`src/rtl/csm_pkg.sv`:
```
// Shared constants and types for the circular skip-mask track pointer.
`default_nettype none

package csm_pkg;

	localparam int unsigned MAX_ENTRIES_DEF = 256;

	localparam int unsigned MODE_W  = 3;
	localparam int unsigned INDEX_W = 8;
	localparam int unsigned COUNT_W = 9;

	localparam logic [MODE_W-1:0] MODE_SELECT  = 3'd0;
	localparam logic [MODE_W-1:0] MODE_NEXT    = 3'd1;
	localparam logic [MODE_W-1:0] MODE_PREV    = 3'd2;
	localparam logic [MODE_W-1:0] MODE_MARK    = 3'd3;
	localparam logic [MODE_W-1:0] MODE_RESTART = 3'd4;

	typedef struct packed {
		logic shift;
		logic tail_mark;
	} ring_ctl_t;

endpackage

`default_nettype wire

```
`src/rtl/circular_skip_mask_track_pointer.sv`:
```
// Top level: pointer control, lap scan over the mark ring and result register.
//
//  channel | handshake              | payload
//  --------+------------------------+--------------------------------------------------
//  cfg     | cfg_valid / cfg_ready  | cfg_track_count
//  in      | in_valid / in_stall    | mode, index
//  out     | out_valid / out_stall  | ok, current_valid, current_index, playable_count,
//          |                        | index_bad
//
//  Each item runs one lap of the mark ring, one cell per cycle, between accept and
//  finish. A next, previous or mark step with a current entry and a non-empty list
//  first reduces the pointer below the entry count by repeated subtraction, then
//  compares and starts the lap.
//  Reset clears all marks, the pointer and the entry count; no clearing pass.
//  A new item is taken while a result waits; the finish waits on a stalled result.
`default_nettype none

module circular_skip_mask_track_pointer import csm_pkg::*; #(
	parameter int unsigned MAX_ENTRIES = MAX_ENTRIES_DEF
) (
	input  wire                clk,
	input  wire                arst_n,
	input  wire                cfg_valid,
	output logic               cfg_ready,
	input  wire  [COUNT_W-1:0] cfg_track_count,
	input  wire                in_valid,
	output logic               in_stall,
	input  wire  [MODE_W-1:0]  mode,
	input  wire  [INDEX_W-1:0] index,
	output logic               out_valid,
	input  wire                out_stall,
	output logic               ok,
	output logic               current_valid,
	output logic [INDEX_W-1:0] current_index,
	output logic [COUNT_W-1:0] playable_count,
	output logic               index_bad
);

	localparam int unsigned IW = (MAX_ENTRIES > 1) ? $clog2(MAX_ENTRIES) : 1;

	localparam logic [1:0] ST_IDLE = 2'd0;
	localparam logic [1:0] ST_MOD  = 2'd1;
	localparam logic [1:0] ST_LAP  = 2'd2;
	localparam logic [1:0] ST_FIN  = 2'd3;

	logic [1:0]         state_q;
	logic [COUNT_W-1:0] track_count_q;
	logic [COUNT_W-1:0] n;
	logic [IW-1:0]      pointer_q;
	logic               pointer_valid_q;
	logic [MODE_W-1:0]  mode_q;
	logic [INDEX_W-1:0] idx_q;
	logic [IW-1:0]      base_q;
	logic [IW-1:0]      j_q;
	logic [COUNT_W-1:0] cnt_q;
	logic               idx_bad_q;
	logic               fa_f_q, ff_f_q, bb_f_q, bl_f_q;
	logic [IW-1:0]      fa_v_q, ff_v_q, bb_v_q, bl_v_q;
	logic               out_valid_q;

	logic      accept;
	logic      walk_en;
	logic      head;
	logic      new_mark;
	logic      in_range;
	logic      unmarked;
	logic      finish;
	ring_ctl_t ring_ctl;

	logic          nx_ok;
	logic          nx_valid;
	logic [IW-1:0] nx_pointer;

	assign cfg_ready = 1'b1;
	assign in_stall  = (state_q != ST_IDLE);
	assign accept    = in_valid && !in_stall;
	assign out_valid = out_valid_q;
	assign finish    = (state_q == ST_FIN) && (!out_valid_q || !out_stall);

	assign n = (32'(track_count_q) > 32'(MAX_ENTRIES)) ? COUNT_W'(MAX_ENTRIES)
	                                                   : track_count_q;

	assign walk_en = pointer_valid_q && (n != '0) &&
	                 (mode == MODE_NEXT || mode == MODE_PREV || mode == MODE_MARK);

	// Mark seen at the head this cycle, after the operation's write.
	always_comb begin
		new_mark = head;
		if (mode_q == MODE_RESTART) begin
			new_mark = 1'b0;
		end else if (mode_q == MODE_MARK && pointer_valid_q && j_q == pointer_q) begin
			new_mark = 1'b1;
		end
	end

	assign in_range = 32'(j_q) < 32'(n);
	assign unmarked = in_range && !new_mark;

	assign ring_ctl.shift     = (state_q == ST_LAP);
	assign ring_ctl.tail_mark = new_mark;

	csm_ring #(
		.MAX_ENTRIES (MAX_ENTRIES)
	) u_ring (
		.clk    (clk),
		.arst_n (arst_n),
		.ctl    (ring_ctl),
		.head   (head)
	);

	always_comb begin
		nx_ok      = 1'b0;
		nx_valid   = pointer_valid_q;
		nx_pointer = pointer_q;
		unique case (mode_q)
			MODE_SELECT: begin
				if (32'(idx_q) < 32'(n) && !idx_bad_q) begin
					nx_ok      = 1'b1;
					nx_valid   = 1'b1;
					nx_pointer = IW'(idx_q);
				end
			end
			MODE_NEXT: begin
				if (pointer_valid_q) begin
					nx_ok      = fa_f_q || ff_f_q;
					nx_pointer = fa_f_q ? fa_v_q : (ff_f_q ? ff_v_q : pointer_q);
				end
			end
			MODE_PREV: begin
				if (pointer_valid_q) begin
					nx_ok      = bb_f_q || bl_f_q;
					nx_pointer = bb_f_q ? bb_v_q : (bl_f_q ? bl_v_q : pointer_q);
				end
			end
			MODE_MARK: begin
				if (pointer_valid_q) begin
					nx_ok = fa_f_q || ff_f_q;
					if (fa_f_q) begin
						nx_pointer = fa_v_q;
					end else if (ff_f_q) begin
						nx_pointer = ff_v_q;
					end else begin
						nx_valid   = 1'b0;
						nx_pointer = '0;
					end
				end
			end
			MODE_RESTART: begin
				nx_ok      = 1'b1;
				nx_valid   = (n != '0);
				nx_pointer = '0;
			end
			default: begin
				nx_ok = 1'b0;
			end
		endcase
	end

	always_ff @(posedge clk or negedge arst_n) begin
		if (!arst_n) begin
			track_count_q <= '0;
		end else if (cfg_valid && cfg_ready) begin
			track_count_q <= cfg_track_count;
		end
	end

	always_ff @(posedge clk or negedge arst_n) begin
		if (!arst_n) begin
			state_q         <= ST_IDLE;
			pointer_q       <= '0;
			pointer_valid_q <= 1'b0;
			out_valid_q     <= 1'b0;
		end else begin
			unique case (state_q)
				ST_IDLE: begin
					if (accept) begin
						state_q <= walk_en ? ST_MOD : ST_LAP;
					end
				end
				ST_MOD: begin
					if (32'(base_q) < 32'(n)) begin
						state_q <= ST_LAP;
					end
				end
				ST_LAP: begin
					if (j_q == IW'(MAX_ENTRIES - 1)) begin
						state_q <= ST_FIN;
					end
				end
				ST_FIN: begin
					if (finish) begin
						state_q         <= ST_IDLE;
						pointer_q       <= nx_pointer;
						pointer_valid_q <= nx_valid;
					end
				end
				default: begin
					state_q <= ST_IDLE;
				end
			endcase
			if (finish) begin
				out_valid_q <= 1'b1;
			end else if (!out_stall) begin
				out_valid_q <= 1'b0;
			end
		end
	end

	// Scan registers: item capture, base reduction and lap accumulation.
	always_ff @(posedge clk) begin
		if (accept) begin
			mode_q    <= mode;
			idx_q     <= index;
			base_q    <= pointer_q;
			j_q       <= '0;
			cnt_q     <= '0;
			idx_bad_q <= 1'b0;
			fa_f_q    <= 1'b0;
			ff_f_q    <= 1'b0;
			bb_f_q    <= 1'b0;
			bl_f_q    <= 1'b0;
		end else if (state_q == ST_MOD) begin
			if (32'(base_q) >= 32'(n)) begin
				base_q <= base_q - IW'(n);
			end
		end else if (state_q == ST_LAP) begin
			j_q <= j_q + IW'(1);
			if (unmarked) begin
				cnt_q <= cnt_q + COUNT_W'(1);
				if (j_q > base_q && !fa_f_q) begin
					fa_f_q <= 1'b1;
					fa_v_q <= j_q;
				end
				if (!ff_f_q) begin
					ff_f_q <= 1'b1;
					ff_v_q <= j_q;
				end
				if (j_q < base_q) begin
					bb_f_q <= 1'b1;
					bb_v_q <= j_q;
				end
				bl_f_q <= 1'b1;
				bl_v_q <= j_q;
			end
			if (in_range && 32'(j_q) == 32'(idx_q)) begin
				idx_bad_q <= new_mark;
			end
		end
	end

	always_ff @(posedge clk) begin
		if (finish) begin
			ok             <= nx_ok;
			current_valid  <= nx_valid;
			current_index  <= nx_valid ? INDEX_W'(nx_pointer) : '0;
			playable_count <= cnt_q;
			index_bad      <= idx_bad_q;
		end
	end

endmodule

`default_nettype wire

```
`src/rtl/csm_cell.sv`:
```
// One bad-mark cell of the rotating mark ring.
`default_nettype none

module csm_cell (
	input  wire  clk,
	input  wire  arst_n,
	input  wire  shift,
	input  wire  d,
	output logic q
);

	always_ff @(posedge clk or negedge arst_n) begin
		if (!arst_n) begin
			q <= 1'b0;
		end else if (shift) begin
			q <= d;
		end
	end

endmodule

`default_nettype wire

```
`src/rtl/csm_ring.sv`:
```
// Ring of mark cells rotating towards the head, rewritten at the tail.
`default_nettype none

module csm_ring import csm_pkg::*; #(
	parameter int unsigned MAX_ENTRIES = MAX_ENTRIES_DEF
) (
	input  wire       clk,
	input  wire       arst_n,
	input  ring_ctl_t ctl,
	output logic      head
);

	logic [MAX_ENTRIES-1:0] mark;

	for (genvar i = 0; i < MAX_ENTRIES; i++) begin : g_cell
		logic d;
		if (i == MAX_ENTRIES - 1) begin : g_tail
			assign d = ctl.tail_mark;
		end else begin : g_mid
			assign d = mark[i+1];
		end
		csm_cell u_cell (
			.clk    (clk),
			.arst_n (arst_n),
			.shift  (ctl.shift),
			.d      (d),
			.q      (mark[i])
		);
	end

	assign head = mark[0];

endmodule

`default_nettype wire

```
`config.mk`:
```
export PLATFORM = sky130hd
export DESIGN_NAME = circular_skip_mask_track_pointer
export DESIGN_NICKNAME = d
export VERILOG_FILES = /design/src/rtl/csm_pkg.sv /design/src/rtl/circular_skip_mask_track_pointer.sv /design/src/rtl/csm_cell.sv /design/src/rtl/csm_ring.sv
export SDC_FILE = /design/constraint.sdc
export NUM_CORES = 1
export LEC_CHECK = 0
export BUFFER_PORTS_ARGS = -buffer_cell sky130_fd_sc_hd__buf_4
export CAP_MARGIN = 30
export CORE_MARGIN = 3
export CORE_UTILIZATION = 50
export CTS_CLUSTER_DIAMETER = 40
export DETAILED_ROUTE_END_ITERATION = 12
export GPL_TIMING_DRIVEN = 0
export MAX_ROUTING_LAYER = met4
export PLACE_DENSITY = 0.71
export SLEW_MARGIN = 15
export SYNTH_ARGS = -nofsm -noshare
export SYNTH_HDL_FRONTEND = slang
export SYNTH_SLANG_ARGS = --single-unit
```
`constraint.sdc`:
```
create_clock -name clk -period 3.3 [get_ports clk]
set_input_delay 0.495 -clock clk [delete_from_list [all_inputs] [get_ports clk]]
set_output_delay 0.495 -clock clk [all_outputs]
set_load 0.02 [all_outputs]
```
==> metrics <==
Clock Skew=0.0206 ns; Clock Tree Root=clkbuf_16; ant diodes=0; Seq/Total Area, Yosys=0.623; synth warn=0; routed len/inst=17.2 µm; Worst Hold Margin=0.00476 ns; initial drt markers=591; CTS tree=done; vias per inst=5.48; Reg2Reg Setup Slack=0.19 ns; run status=finished, final reports clean; WP data arrival=3.40 ns; first-pass GRT wire length=46100 µm; worst-case clock buffer depth=3; final setup margin=0.189 ns; cts hold-fix bufs=0; worst vdd ir=0.488 mV; Initial Util=0.511; Non-Filler Cell Area, Final=0.0178 mm²; RD Place Congestion=0.897; pre-CTS WS=-0.567 ns; Mapped Cells=1064; I/O pins=48; GRT Total Usage=0.176; Die Y=181 µm; CP Capture Type=register; initial antenna violation count=0; crit-path max FO=10; Worst slew margin=0.461; Max Cap Violations=0; commonest cells after routing, fill and taps aside=dfrtp_1 (277), mux2_2 (267), edfxtp_1 (71); Fmax achieved=0.321 GHz; P_leak=8.30 nW; Least-Margin Pin Slew=0.808 ns; largest net degree at the start of global routing=110; CTS H-tree depth=2; Worst setup SP type=register; Critical Path RT=3.59 ns; final setup vio count=0; ratio of final minimum period to clock period=0.943; placed cell areas=0.0161 mm²; vias in the first global route=9140; core box area=0.0298 mm²; number of library cell types mapped by synthesis=63; routed via count=8696; DP Wirelength=18000 µm; post-route antenna net violation count=0; Synth Net Count=1127; grt total ovfl=0; dominant register cell in the synthesized netlist=dfrtp_1; share of layout cells above drive strength 1=0.351; num rows=63; DIE AREA=0.0326 mm²; Post-synth ARST share=0.751; clock tree sinks=369; Cell Area, Synth=0.0152 mm²; r2r startpoint=track_count_q[8]$_DFFE_PN0P_; critical path type=register to register; min-delay worst type=primary input to async pin; Final Max Tran Viols=0; Final nets=1228; Post-synth EDFFs=71; Detailed Routing Iterations Pass 1=5; # DRC=0; r2r worst-path depth=11; commonest non-fill, non-tap cell in the layout=dfrtp_1; RSZ-0062 raised after global routing=no; register bit total from synthesis=369; Clock Latency Late Sink=0.55 ns; PwrDens=831 mW/mm²; Clock Pin Slew Worst Setup and Hold Paths=0.06 ns; syn avg cell area=14.3 µm²; FF-to-FF End=current_index[7]$_SDFFCE_PN0P_; minimum clock period=3.11 ns; synth-to-layout area growth=16.6%; Inserted Clock Buffers=45; drt total wl=27300 µm; port bufs=45; chip width=181 µm; Fin. Hold Viols=0
## power breakdown
group	switching, W	leakage, nW	internal, W
Combinational	0.00230	2.93	0.00173
Sequential	0.000420	4.64	0.00537
Clock	0.00193	0.724	0.00301
Total	0.00465	8.30	0.0101
## kinds of logic after synthesis
family,Yosys count,synth area share
and+or+nand+nor,154,0.0498
adders and majority gates,38,0.0317
xor gates and xnor gates,27,0.0155
muxes,271,0.200
DFF,369,0.623
buffers and inverters,76,0.0201
other,1,0.000246
AOI/OAI and AO/OA,128,0.0601
## repair_timing
action	4_1_cts	5_1_grt
setup buffers	1	1
pin swaps	1	1
setup endpoints to repair	41	22
gates resized for setup	6	10
## how the worst max path moves through the flow
stage                     slack [ns]                          from                             end
after floorplan                 0.15  track_count_q[8]$_DFFE_PN0P_             ff_v_q[0]$_DFFE_PP_
after global placement         -0.56  track_count_q[8]$_DFFE_PN0P_             ff_v_q[0]$_DFFE_PP_
after detailed placement       -0.57  track_count_q[8]$_DFFE_PN0P_             bb_v_q[1]$_DFFE_PP_
after CTS                      0.001  track_count_q[8]$_DFFE_PN0P_             bb_v_q[4]$_DFFE_PP_
after global routing            0.04  track_count_q[8]$_DFFE_PN0P_  current_index[7]$_SDFFCE_PN0P_
final                           0.19  track_count_q[8]$_DFFE_PN0P_  current_index[7]$_SDFFCE_PN0P_
## synth_stat cells, types with 2 or more instances
library cell,instances,area (µm²)
nand4_1,11,68.8
a22oi_1,3,22.5
o211a_1,6,60.1
nor2_1,43,161
inv_1,23,86.3
or3_1,8,50.1
o21ai_0,31,155
o211ai_1,5,37.5
nand2b_1,5,31.3
nor2b_1,9,56.3
o31ai_1,3,22.5
mux2_2,267,3010
dfxtp_1,21,420
xnor2_1,14,123
and2_1,2,12.5
xor2_1,13,114
nor4_1,7,43.8
a211oi_1,3,22.5
nand2_1,36,135
nand3_1,8,40.0
a221oi_1,15,131
buf_2,5,25.0
or2_2,2,12.5
mux2i_1,4,40.0
and4_1,3,26.3
o21bai_1,3,22.5
buf_4,4,30.0
and3_1,4,25.0
a21oi_1,29,145
o21a_1,3,22.5
ha_1,37,463
or3b_1,2,17.5
clkbuf_1,42,158
edfxtp_1,71,2130
nor3_1,11,55.1
a21o_1,3,22.5
o22a_1,6,52.6
dfrtp_1,277,6930
## registers in the layout, summed over array words and instances (netlist names), 3 cells and up
signal,flops
idx_q,8
mode_q,3
u_ring.g_cell.u_cell.q,256
fa_v_q,8
cnt_q,9
pointer_q,8
bl_v_q,8
ff_v_q,8
base_q,8
bb_v_q,8
current_index,8
playable_count,9
j_q,8
track_count_q,9
## critical path: stages, from the launching register on
cell,delay [ns]
dfrtp_1,0.44
inv_1,0.13
clkbuf_4,0.21
nand2_1,0.16
ha_1,0.34
and2_0,0.19
a221oi_2,0.31
o221a_2,0.23
buf_4,0.15
mux2_2,0.35
a22oi_2,0.23
a21boi_1,0.09
## stage by stage
| step | power (W) | std cells | util | setup TNS [ns] |
|---|---|---|---|---|
| 6_report | 0.0148 | 1588 | 0.596 | 0 |
| 2_1_floorplan | 0.00871 | 1064 | - | 0 |
| 3_3_place_gp | 0.00972 | 1499 | 0.539 | -149.75 |
| 5_1_grt | 0.0156 | 1588 | 0.596 | 0 |
| 4_1_cts | 0.0149 | 1584 | 0.594 | 0 |
| 3_5_place_dp | 0.00984 | 1503 | 0.542 | -12.61 |
## layout make-up
type,instances,area [µm²]
Fill cell,2322,12000
Sequential cell,369,9480
Tap cell,390,488
Timing Repair Buffer,54,457
Multi-Input combinational cell,619,5500
Inverter,24,90.1
Clock inverter,22,293
Buffer,52,220
Clock buffer,58,1240
## metal layers
metal,vias up,GRT usage,wire length [µm]
met5,-,-,0
met4,0,0.0666,960
met3,64,0.0329,1390
met2,189,0.279,13000
met1,4364,0.227,11900
li1,4079,-,-
No activity file was read; power rests on OpenSTA's default activity.
